--- src/hdl/csc_pkg.sv ---
// Shared widths, reset values, key codes and register indexes for the clock and stepper controller.
package csc_pkg;

  localparam int DivW   = 10;
  localparam int StepW  = 8;
  localparam int TpsW   = 8;
  localparam int KeyW   = 8;
  localparam int CoilW  = 8;
  localparam int HourW  = 5;
  localparam int MinW   = 6;
  localparam int SecW   = 6;
  localparam int FieldW = 2;
  localparam int PhaseW = 2;
  localparam int CfgIdxW = 2;
  localparam int CfgDataW = 10;

  // Configuration register indexes
  localparam logic [CfgIdxW-1:0] CfgMinDivisor     = 2'd0;
  localparam logic [CfgIdxW-1:0] CfgMaxDivisor     = 2'd1;
  localparam logic [CfgIdxW-1:0] CfgDivisorStep    = 2'd2;
  localparam logic [CfgIdxW-1:0] CfgTicksPerSecond = 2'd3;

  // Configuration reset values
  localparam logic [DivW-1:0]  MinDivisorRst     = 10'd120;
  localparam logic [DivW-1:0]  MaxDivisorRst     = 10'd300;
  localparam logic [StepW-1:0] DivisorStepRst    = 8'd10;
  localparam logic [TpsW-1:0]  TicksPerSecondRst = 8'd50;

  // State reset values
  localparam logic [CoilW-1:0] CoilRst    = 8'hFF;
  localparam logic [DivW-1:0]  DivisorRst = 10'd220;

  // Active-low key codes
  localparam logic [KeyW-1:0] KeyIdle   = 8'hFF;
  localparam logic [KeyW-1:0] KeyFaster = 8'hFE;
  localparam logic [KeyW-1:0] KeySlower = 8'hFD;
  localparam logic [KeyW-1:0] KeyMode   = 8'hFB;
  localparam logic [KeyW-1:0] KeyPage   = 8'hF7;

  // Selectable time fields
  localparam logic [FieldW-1:0] FieldHours   = 2'd0;
  localparam logic [FieldW-1:0] FieldMinutes = 2'd1;
  localparam logic [FieldW-1:0] FieldSeconds = 2'd2;

  // Clock limits
  localparam logic [MinW:0] HoursPerDay  = 7'd24;
  localparam logic [MinW:0] MinsPerHour  = 7'd60;
  localparam logic [MinW:0] SecsPerMin   = 7'd60;

  // Command codes
  localparam logic CmdMotor   = 1'b0;
  localparam logic CmdControl = 1'b1;

endpackage

--- src/hdl/clock_and_stepper_controller_unit.sv ---
// Clock and stepper controller: motor phase sequencing, time keeping and key handling.
//
// Each accepted item is one tick. A motor tick (cmd 0) advances two four-phase
// steppers whose one-hot phases share coil_drive: the low nibble steps once every
// speed_divisor motor ticks, the high nibble once every speed_divisor fast steps
// (a divisor of zero steps on every tick). A control tick (cmd 1) counts toward
// one second of the hh:mm:ss clock
// while the display page is shown, and samples the active-low keys: an action is
// taken only when the previous sample had all keys released and the new one is
// exactly one of the four known key codes. Every item yields exactly one result
// that shows the state after that tick, including its clear_display flag. The
// whole update is one pass of counter, add and compare logic from the state
// registers into themselves, so an item is accepted every cycle as long as the
// result slot is empty or being drained in the same cycle; in_ready follows
// out_ready combinationally. Configuration writes take effect at once and are
// ignored while rst is high; write them only while no item is in flight.
module clock_and_stepper_controller_unit (
  input  logic                          clk,
  input  logic                          rst,
  // configuration
  input  logic                          cfg_write,
  input  logic [csc_pkg::CfgIdxW-1:0]   cfg_index,
  input  logic [csc_pkg::CfgDataW-1:0]  cfg_data,
  // tick input
  input  logic                          in_valid,
  output logic                          in_ready,
  input  logic                          cmd,
  input  logic [csc_pkg::KeyW-1:0]      key_sample,
  // result output
  output logic                          out_valid,
  input  logic                          out_ready,
  output logic [csc_pkg::CoilW-1:0]     coil_drive,
  output logic [csc_pkg::HourW-1:0]     hours,
  output logic [csc_pkg::MinW-1:0]      minutes,
  output logic [csc_pkg::SecW-1:0]      seconds,
  output logic [csc_pkg::DivW-1:0]      speed_divisor,
  output logic                          settings_page,
  output logic                          adjust_mode,
  output logic [csc_pkg::FieldW-1:0]    selected_field,
  output logic                          motor_enabled,
  output logic                          clear_display
);
  import csc_pkg::*;

  // configuration registers
  logic [DivW-1:0]  min_divisor;
  logic [DivW-1:0]  max_divisor;
  logic [StepW-1:0] divisor_step;
  logic [TpsW-1:0]  ticks_per_second;

  // state registers; the visible ones drive the result ports directly
  logic [CoilW-1:0]  coil_latch,      coil_latch_next;
  logic [PhaseW-1:0] fast_phase,      fast_phase_next;
  logic [PhaseW-1:0] slow_phase,      slow_phase_next;
  logic [DivW-1:0]   fast_count,      fast_count_next;
  logic [DivW-1:0]   slow_count,      slow_count_next;
  logic [DivW-1:0]   divisor_reg,     divisor_reg_next;
  logic [TpsW-1:0]   subsecond_count, subsecond_count_next;
  logic [HourW-1:0]  hour_reg,        hour_reg_next;
  logic [MinW-1:0]   minute_reg,      minute_reg_next;
  logic [SecW-1:0]   second_reg,      second_reg_next;
  logic [KeyW-1:0]   previous_keys,   previous_keys_next;
  logic              page_flag,       page_flag_next;
  logic              mode_flag,       mode_flag_next;
  logic [FieldW-1:0] field_select,    field_select_next;
  logic              enable_flag,     enable_flag_next;
  logic              clear_reg,       clear_next;
  logic              out_valid_reg;

  logic in_accept;

  // motor path
  logic              fast_hit, slow_hit;
  logic [DivW-1:0]   fast_after, slow_after;

  // clock path
  logic [TpsW-1:0]   sub_inc;
  logic              sec_tick;
  logic [MinW:0]     sec_inc, min_inc, hour_inc;
  logic              sec_carry, min_carry;

  // key path
  logic              key_edge;
  logic [DivW:0]     div_minus, div_plus;
  logic [MinW:0]     field_cur, field_lim, field_inc, field_adj;
  logic              field_clr;

  assign in_ready  = !rst && (!out_valid_reg || out_ready);
  assign in_accept = in_valid && in_ready;

  // Configuration writes
  always_ff @(posedge clk) begin
    if (rst) begin
      min_divisor      <= MinDivisorRst;
      max_divisor      <= MaxDivisorRst;
      divisor_step     <= DivisorStepRst;
      ticks_per_second <= TicksPerSecondRst;
    end else if (cfg_write) begin
      case (cfg_index)
        CfgMinDivisor:     min_divisor      <= cfg_data;
        CfgMaxDivisor:     max_divisor      <= cfg_data;
        CfgDivisorStep:    divisor_step     <= cfg_data[StepW-1:0];
        CfgTicksPerSecond: ticks_per_second <= cfg_data[TpsW-1:0];
        default: ;
      endcase
    end
  end

  // Motor step: fast stepper first, its step may feed the slow counter
  always_comb begin
    fast_hit   = fast_count >= divisor_reg;
    fast_after = fast_hit ? '0 : fast_count;
    slow_after = fast_hit ? slow_count + 1'b1 : slow_count;
    slow_hit   = slow_after >= divisor_reg;
  end

  // Clock advance: values stay in range, so one carry per digit suffices
  always_comb begin
    sub_inc   = subsecond_count + 1'b1;
    sec_tick  = !page_flag && (sub_inc >= ticks_per_second);
    sec_inc   = {1'b0, second_reg} + 1'b1;
    sec_carry = sec_inc >= SecsPerMin;
    min_inc   = {1'b0, minute_reg} + {{MinW{1'b0}}, sec_carry};
    min_carry = min_inc >= MinsPerHour;
    hour_inc  = {2'b0, hour_reg} + {{MinW{1'b0}}, min_carry};
  end

  // Key actions
  always_comb begin
    key_edge  = (key_sample != previous_keys) && (previous_keys == KeyIdle);
    div_minus = {1'b0, divisor_reg} - {{(DivW+1-StepW){1'b0}}, divisor_step};
    div_plus  = {1'b0, divisor_reg} + {{(DivW+1-StepW){1'b0}}, divisor_step};

    case (field_select)
      FieldHours:   field_cur = {2'b0, hour_reg};
      FieldMinutes: field_cur = {1'b0, minute_reg};
      default:      field_cur = {1'b0, second_reg};
    endcase
    field_lim = (field_select == FieldHours) ? HoursPerDay : MinsPerHour;
    field_inc = field_cur + 1'b1;
    field_adj = field_cur;
    field_clr = 1'b0;
    if (key_sample == KeyFaster) begin
      if (field_inc >= field_lim) begin
        field_adj = field_inc - field_lim;
        field_clr = 1'b1;
      end else begin
        field_adj = field_inc;
      end
    end else begin
      if (field_cur == '0) begin
        field_adj = field_lim - 1'b1;
      end else begin
        field_adj = field_cur - 1'b1;
        field_clr = field_cur == 7'd10;
      end
    end
  end

  // Next state for one tick
  always_comb begin
    coil_latch_next      = coil_latch;
    fast_phase_next      = fast_phase;
    slow_phase_next      = slow_phase;
    fast_count_next      = fast_count;
    slow_count_next      = slow_count;
    divisor_reg_next     = divisor_reg;
    subsecond_count_next = subsecond_count;
    hour_reg_next        = hour_reg;
    minute_reg_next      = minute_reg;
    second_reg_next      = second_reg;
    previous_keys_next   = previous_keys;
    page_flag_next       = page_flag;
    mode_flag_next       = mode_flag;
    field_select_next    = field_select;
    enable_flag_next     = enable_flag;
    clear_next           = 1'b0;

    if (cmd == CmdMotor) begin
      // hold everything while the motors are disabled
      if (enable_flag) begin
        if (fast_hit) begin
          coil_latch_next[3:0] = 4'b0001 << fast_phase;
          fast_phase_next      = fast_phase + 1'b1;
        end
        if (slow_hit) begin
          coil_latch_next[7:4] = 4'b0001 << slow_phase;
          slow_phase_next      = slow_phase + 1'b1;
        end
        slow_count_next = slow_hit ? '0 : slow_after;
        fast_count_next = fast_after + 1'b1;
      end
    end else begin
      if (!page_flag) begin
        subsecond_count_next = sub_inc;
        if (sec_tick) begin
          subsecond_count_next = '0;
          second_reg_next = sec_carry ? '0 : sec_inc[SecW-1:0];
          minute_reg_next = min_carry ? '0 : min_inc[MinW-1:0];
          hour_reg_next   = (hour_inc >= HoursPerDay) ? '0 : hour_inc[HourW-1:0];
          clear_next      = sec_carry;
        end
      end

      if (key_sample != previous_keys) begin
        previous_keys_next = key_sample;
      end

      if (key_edge) begin
        case (key_sample)
          KeyFaster, KeySlower: begin
            if (!page_flag) begin
              // speed keys clamp at the configured limits
              if (key_sample == KeyFaster) begin
                if (div_minus[DivW] || (div_minus[DivW-1:0] <= min_divisor)) begin
                  divisor_reg_next = min_divisor;
                end else begin
                  divisor_reg_next = div_minus[DivW-1:0];
                end
              end else begin
                if (div_plus >= {1'b0, max_divisor}) begin
                  divisor_reg_next = max_divisor;
                end else begin
                  divisor_reg_next = div_plus[DivW-1:0];
                end
              end
            end else if (!mode_flag) begin
              // move the selection between hours, minutes and seconds
              if (key_sample == KeyFaster) begin
                field_select_next = (field_select == FieldHours) ? FieldSeconds
                                                                 : field_select - 1'b1;
              end else begin
                field_select_next = (field_select >= FieldSeconds) ? FieldHours
                                                                   : field_select + 1'b1;
              end
            end else begin
              case (field_select)
                FieldHours:   hour_reg_next   = field_adj[HourW-1:0];
                FieldMinutes: minute_reg_next = field_adj[MinW-1:0];
                default:      second_reg_next = field_adj[SecW-1:0];
              endcase
              clear_next = clear_next | field_clr;
            end
          end
          KeyMode: mode_flag_next = !mode_flag;
          KeyPage: begin
            page_flag_next   = !page_flag;
            enable_flag_next = !enable_flag;
            clear_next       = 1'b1;
          end
          default: ;
        endcase
      end
    end
  end

  // State and result registers advance only on an accepted item
  always_ff @(posedge clk) begin
    if (rst) begin
      coil_latch      <= CoilRst;
      fast_phase      <= '0;
      slow_phase      <= '0;
      fast_count      <= '0;
      slow_count      <= '0;
      divisor_reg     <= DivisorRst;
      subsecond_count <= '0;
      hour_reg        <= '0;
      minute_reg      <= '0;
      second_reg      <= '0;
      previous_keys   <= KeyIdle;
      page_flag       <= 1'b0;
      mode_flag       <= 1'b0;
      field_select    <= FieldSeconds;
      enable_flag     <= 1'b1;
      clear_reg       <= 1'b0;
      out_valid_reg   <= 1'b0;
    end else begin
      if (in_accept) begin
        coil_latch      <= coil_latch_next;
        fast_phase      <= fast_phase_next;
        slow_phase      <= slow_phase_next;
        fast_count      <= fast_count_next;
        slow_count      <= slow_count_next;
        divisor_reg     <= divisor_reg_next;
        subsecond_count <= subsecond_count_next;
        hour_reg        <= hour_reg_next;
        minute_reg      <= minute_reg_next;
        second_reg      <= second_reg_next;
        previous_keys   <= previous_keys_next;
        page_flag       <= page_flag_next;
        mode_flag       <= mode_flag_next;
        field_select    <= field_select_next;
        enable_flag     <= enable_flag_next;
        clear_reg       <= clear_next;
        out_valid_reg   <= 1'b1;
      end else if (out_ready) begin
        // drop the result once taken
        out_valid_reg <= 1'b0;
      end
    end
  end

  assign out_valid      = out_valid_reg;
  assign coil_drive     = coil_latch;
  assign hours          = hour_reg;
  assign minutes        = minute_reg;
  assign seconds        = second_reg;
  assign speed_divisor  = divisor_reg;
  assign settings_page  = page_flag;
  assign adjust_mode    = mode_flag;
  assign selected_field = field_select;
  assign motor_enabled  = enable_flag;
  assign clear_display  = clear_reg;

endmodule

--- config.mk ---
export PLATFORM = sky130hd
export DESIGN_NAME = clock_and_stepper_controller_unit
export DESIGN_NICKNAME = d
export VERILOG_FILES = /design/src/hdl/csc_pkg.sv /design/src/hdl/clock_and_stepper_controller_unit.sv
export SDC_FILE = /design/constraint.sdc
export NUM_CORES = 1
export LEC_CHECK = 0
export BUFFER_PORTS_ARGS = -buffer_cell sky130_fd_sc_hd__buf_2
export CORE_MARGIN = 3
export CORE_UTILIZATION = 23
export CTS_CLUSTER_DIAMETER = 30
export DETAILED_ROUTE_END_ITERATION = 8
export GPL_ROUTABILITY_DRIVEN = 0
export GPL_TIMING_DRIVEN = 0
export HOLD_SLACK_MARGIN = 0.03
export PLACE_DENSITY_LB_ADDON = 0.1
export SETUP_SLACK_MARGIN = 0.02
export SYNTH_ARGS = -nofsm -noshare
export SYNTH_HDL_FRONTEND = slang
export SYNTH_SLANG_ARGS = --single-unit
--- constraint.sdc ---
create_clock -name clk -period 6.9 [get_ports clk]
set_clock_uncertainty 0.2 [all_clocks]
set_input_delay 1.38 -clock clk [delete_from_list [all_inputs] [get_ports clk]]
set_output_delay 1.38 -clock clk [all_outputs]
set_load 0.05 [all_outputs]
After elaboration in Yosys (flattened, before gate mapping)
Index checks and enable logic that the tools add are counted.

Register bits after elaboration: 118. Bits of input ports: 26. Logic and storage cells: 148. Output and inout port bits: 43.

Shift operators: 2. Add/subtract/negate cells: 16. Reduce and logical (&&, ||, !) cells: 31. $lt $le $gt $ge: 10. Bitwise operators: 4. Equality and inequality tests: 11. Multiplexer cells: 52.

Operator list (count): $mux W6 (20); $mux W10 (6); $eq A8 B8 Y1 const B (5); $mux W5 (8); $add A10 B1 Y10 const B (2); $ge A10 B10 Y1 (2); $reduce_and A4 Y1 (4); $add A6 B1 Y7 const B (2); $ge A7 B6 Y1 const B (2); $mux W1 (12); $pmux W6 S2 (1); $sub A6 B1 Y6 const B (2); $add A10 B8 Y11 (1); $ge A11 B10 Y1 (1); $sub A10 B8 Y11 (1); $le A10 B10 Y1 (1); $reduce_and A2 Y1 (5); $reduce_and A3 Y1 (3); $add A8 B1 Y8 const B (1); $ge A8 B8 Y1 (1); $mux W8 (1); $ne A8 B8 Y1 (1); $shl A1 B2 Y4 const A (2); $add A6 B1 Y7 (1); 23 further kinds (41).

Depth between registers and ports, before layout
Depth after elaboration: 14. Depth in mapped cells: 23. Depth with buffers taken out: 22.

Least setup slack after synthesis
Ideal clock, no wire load.

Path kind: register to register. Start point: register divisor_reg[8] (netlist: speed_divisor[8]). End point: register slow_count[5]. Slack: 2178 ps. Clock period less this slack: 4722 ps. Data required time: 6626 ps. Arrival time: 4448 ps. Cell stages (with the launch flop): 20. Setup time: 74 ps. Buffers on the path: 4. Cells stage by stage: dfxtp_1 > clkbuf_1 > inv_1 > ha_1 > and4_1 > a221oi_1 > o21ai_0 > clkbuf_1 > clkbuf_1 > xnor2_1 > ha_1 > nand2b_1 > a21o_1 > a21oi_1 > o21ai_0 > o22a_1 > nor2_1 > clkbuf_1 > o21ai_0 > a31oi_1.

Longest elaborated chain between the ends: 4.

Ends and longest elaborated chain: start: declaration (line clock_and_stepper_controller_unit.sv:57) `logic [DivW-1:0] divisor_reg, divisor_reg_next;`; start signal: assignment (line clock_and_stepper_controller_unit.sv:265) `divisor_reg <= DivisorRst;`; start signal: assignment (line clock_and_stepper_controller_unit.sv:284) `divisor_reg <= divisor_reg_next;`; $ge A10 B10 Y1 (line clock_and_stepper_controller_unit.sv:111) `fast_hit = fast_count >= divisor_reg;`; $mux W10 (line clock_and_stepper_controller_unit.sv:113) `slow_after = fast_hit ? slow_count + 1'b1 : slow_count;`; $ge A10 B10 Y1 (line clock_and_stepper_controller_unit.sv:114) `slow_hit = slow_after >= divisor_reg;`; $mux W10 (*) (line clock_and_stepper_controller_unit.sv:190) `slow_count_next = slow_hit ? '0 : slow_after;`; end signal: assignment (line clock_and_stepper_controller_unit.sv:283) `slow_count <= slow_count_next;`; end: declaration (line clock_and_stepper_controller_unit.sv:56) `logic [DivW-1:0] slow_count, slow_count_next;`.

Mark *: on every way between the ends. The rest lies on a longest branch, timed or not. A chain may end at the register's enable or synchronous reset.

Worst setup path after layout
Same ends and word-level chain as after synthesis.

==> results_dict.tcl <==
set metrics [dict create \
    clkSinkCount 118 \
    ys_seq_elements 118 \
    dominantRegCellSynth "sky130_fd_sc_hd__dfxtp_1" \
    detailed_place_hpwl_mm 24.68 \
    seqPwrFrac 0.381 \
    filler_cell_count 4097 \
    hold_viol_final 0 \
    drv_slew 0 \
    post_route_cells_drive_above_1_share 0.1072 \
    cts_root_buf "sky130_fd_sc_hd__clkbuf_16" \
    area_after_detailed_placement_mm2 0.009717 \
    clockPowerShare 0.503 \
    vias_per_cell 4.863 \
    outcome "finished, final reports clean" \
    maxUsedRoutingLayer "met4" \
    detail_route.wl_per_cell_um 18.74 \
    regToRegStartpoint "speed_divisor[8]" \
    power_frac_comb 0.115 \
    grt_antenna_before_repair 0 \
    reg2reg_slack_ns 1.10 \
    routedLengthMet1_mm 16.49 \
    cts_max_level 4 \
    clock_latency_late_sink_ns 0.44 \
    timing.critical_path.depth 19 \
    met2_wl_post_dr_mm 14.56 \
    crit_arrival_ns 5.95 \
    floorplan.initialDensity 0.2361 \
    port_buffers 67 \
    cp-startpoint "speed_divisor[8]" \
    layout_min_cycle_time_ns 5.799 \
    critical_path_class "reg -> reg" \
    totalNegativeSetupSlack_ns 0 \
    grt_pass1_wl_mm 50.10 \
    critical-path-top-delay-family "buffers and inverters" \
    top_level_ports 69 \
    powerDensity_mw_per_mm2 178.8 \
    grt_start_max_net_pins 17 \
    insertedDiodeCount 0 \
    route.antenna.remaining_nets 0 \
    timing.hold.worst.class "reg -> reg" \
    aggregate_routed_wire_length_mm 32.35 \
    postSynthNetCount 1240 \
    final_cell_mix "130 x sky130_fd_sc_hd__nand2_1, 118 x sky130_fd_sc_hd__dfxtp_1, 98 x sky130_fd_sc_hd__nor2_1, 89 x sky130_fd_sc_hd__ha_1, 88 x sky130_fd_sc_hd__a21oi_1" \
    crit_required_ns 7.05 \
    timing.critical_path.from_type "flop" \
    area_of_the_die_mm2 0.04040 \
    switchingPower_uw 533.8 \
    met3_length_um 909 \
    cpMostUsedCell "sky130_fd_sc_hd__clkbuf_1" \
    ys.warnings.count 0 \
    placeableCoreArea_mm2 0.03705 \
    globalRoute.totalOverflow 0 \
    maxCapViolCount 0 \
    timing.final.setup_violations 0 \
    reg2reg_path_depth 19 \
    syn_area_per_cell_um2 7.788 \
    grtUsageTotal 0.1597 \
    share_of_synthesized_registers_carrying_an_async_set_or_reset 0 \
    ir_drop_v 0.0001793 \
    crit_path_max_fanout 10 \
    cts_tree "yes" \
    cts_hold_buffers 0 \
    timing_worst_slew_pin_value_ns 1.176 \
    rr_endpoint "slow_count[5]" \
    layout.cells.most_common "sky130_fd_sc_hd__nand2_1" \
    final_nets 1326 \
    post_synth_inst_count 1123 \
    cts.clk_slew.worst_paths_ns 0.06 \
    fmaxAchievable_mhz 172.4 \
    critPathCaptureType "flop" \
    cts_inserted_buffers 17 \
    final.period_utilization 0.8404 \
    synth_cell_types 86 \
    syn2layout_area_growth_pct 17.80 \
    synth.cell_area_mm2 0.008746 \
    grt_pass1_vias 8123 \
    leakage_nw 4.301 \
    die_height_um 201 \
    netSwitchingFraction 0.2898 \
    intPower_mw 1.308 \
    cp_slowest_cell "sky130_fd_sc_hd__nor2_1" \
    drc 0 \
    crit_path_end "slow_count[5]" \
    fin_area_mm2 0.01030 \
    firstDrtPassIters 5 \
    post_cts_buffers 0 \
    cp_cell_sequence "clkbuf_1 > inv_1 > ha_1 > and4_1 > nand2_1 > o21ai_0 > clkbuf_1 > clkbuf_1 > xnor2_1 > ha_1 > nand2b_1 > a21o_1 > a21oi_1 > o21ai_0 > o22a_1 > nor2_1 > clkbuf_1 > o21ai_0 > a31oi_1" \
    num_vias 8393 \
    critPathBufInv 5 \
    die_w_um 201 \
    share_of_synthesized_area_occupied_by_flip_flops_and_latches 0.2701 \
    core.rowCount 70 \
    post_cts.resized_instances 0 \
    drt_iter0_markers 484 \
    slew_headroom 0.2145 \
    grt_setup_unrepaired "no" \
    synth-edff-count 0 \
    crit_path_max_incr_delay_ns 0.50 \
    clk_path_buf_depth 2 \
]
==> metal layers <==
| layer | track usage | vias up |
|---|---|---|
| met5 | 0 | - |
| met4 | 0.03839 | 0 |
| met3 | 0.02303 | 25 |
| met2 | 0.2536 | 148 |
| met1 | 0.2278 | 4000 |
| li1 | - | 4220 |
==> cell families (layout without fill, tap and decap cells) <==
group / after synthesis / after routing / synth area share
compound gates: 300 / 300 / 0.2283
xor+xnor: 50 / 50 / 0.05007
fa+ha+maj: 91 / 91 / 0.1319
buf+inv: 130 / 229 / 0.05994
flops: 118 / 118 / 0.2701
mux: 27 / 27 / 0.03104
simple gates: 407 / 407 / 0.2286
==> worst min-delay path by stage <==
stage | startpoint | to | slack, ns | depth (start not counted)
after global routing | max_divisor[1] | max_divisor[1] | 0.28 | 2
after CTS | max_divisor[7] | max_divisor[7] | 0.26 | 2
after global placement | max_divisor[1] | max_divisor[1] | 0.25 | 2
final | max_divisor[9] | max_divisor[9] | 0.26 | 2
after detailed placement | coil_drive[0] | coil_drive[0] | 0.25 | 2
after floorplan | max_divisor[1] | max_divisor[1] | 0.24 | 2
==> worst reg2reg max path, stage by stage, from the launching register on <==
cell and delay [ns]:
sky130_fd_sc_hd__dfxtp_1 0.32, sky130_fd_sc_hd__clkbuf_1 0.31, sky130_fd_sc_hd__inv_1 0.24, sky130_fd_sc_hd__ha_1 0.35
sky130_fd_sc_hd__and4_1 0.22, sky130_fd_sc_hd__nand2_1 0.07, sky130_fd_sc_hd__o21ai_0 0.47, sky130_fd_sc_hd__clkbuf_1 0.48
sky130_fd_sc_hd__clkbuf_1 0.43, sky130_fd_sc_hd__xnor2_1 0.18, sky130_fd_sc_hd__ha_1 0.24, sky130_fd_sc_hd__nand2b_1 0.14
sky130_fd_sc_hd__a21o_1 0.18, sky130_fd_sc_hd__a21oi_1 0.14, sky130_fd_sc_hd__o21ai_0 0.13, sky130_fd_sc_hd__o22a_1 0.34
sky130_fd_sc_hd__nor2_1 0.50, sky130_fd_sc_hd__clkbuf_1 0.45, sky130_fd_sc_hd__o21ai_0 0.16, sky130_fd_sc_hd__a31oi_1 0.18
==> area by class of cell <==
cell class	count	area [um^2]	share of cell area
plain buffers	57	250.2	0.02429
clock buffers	18	439.2	0.04263
clock inverters	14	146.4	0.01421
inverters	73	274.0	0.02660
multi-input cells	875	5864	0.5692
flip-flops and latches	118	2362	0.2293
well taps	504	630.6	0.06121
repair buffers	67	335.3	0.03255
==> synthesized netlist by cell type, types with 17 or more instances <==
master | n | area share
sky130_fd_sc_hd__ha_1 | 89 | 0.13
sky130_fd_sc_hd__nor2_1 | 98 | 0.042
sky130_fd_sc_hd__dfxtp_1 | 118 | 0.27
sky130_fd_sc_hd__xnor2_1 | 38 | 0.038
sky130_fd_sc_hd__inv_1 | 73 | 0.031
sky130_fd_sc_hd__o21ai_0 | 58 | 0.033
sky130_fd_sc_hd__mux2i_1 | 26 | 0.030
sky130_fd_sc_hd__nand3_1 | 45 | 0.026
sky130_fd_sc_hd__nand2_1 | 130 | 0.056
sky130_fd_sc_hd__a21oi_1 | 88 | 0.050
sky130_fd_sc_hd__clkbuf_1 | 46 | 0.020
sky130_fd_sc_hd__and3_1 | 21 | 0.015
sky130_fd_sc_hd__o211ai_1 | 17 | 0.015
sky130_fd_sc_hd__nor3_1 | 17 | 0.0097
==> power by group through the flow <==
stage,registers (mW),logic (mW),clock network (mW)
2_1_floorplan,0.722,0.132,0
3_3_place_gp,0.718,0.214,0
3_5_place_dp,0.718,0.213,0
4_1_cts,0.702,0.214,0.958
5_1_grt,0.703,0.237,0.985
6_report,0.703,0.213,0.927
==> stage by stage <==
stage	instances	power (mW)	setup slack [ns]	hold slack (ns)	util
6_report	1726	1.842	1.101	0.2589	0.2781
4_1_cts	1726	1.875	0.9567	0.2581	0.2781
3_5_place_dp	1694	0.9311	0.9953	0.2512	0.2623
3_3_place_gp	1694	0.9314	1.012	0.2462	0.2621
2_1_floorplan	1123	0.8533	2.178	0.2363	-
5_1_grt	1726	1.926	0.5228	0.2773	0.2781
No activity file was read; power rests on OpenSTA's default activity.
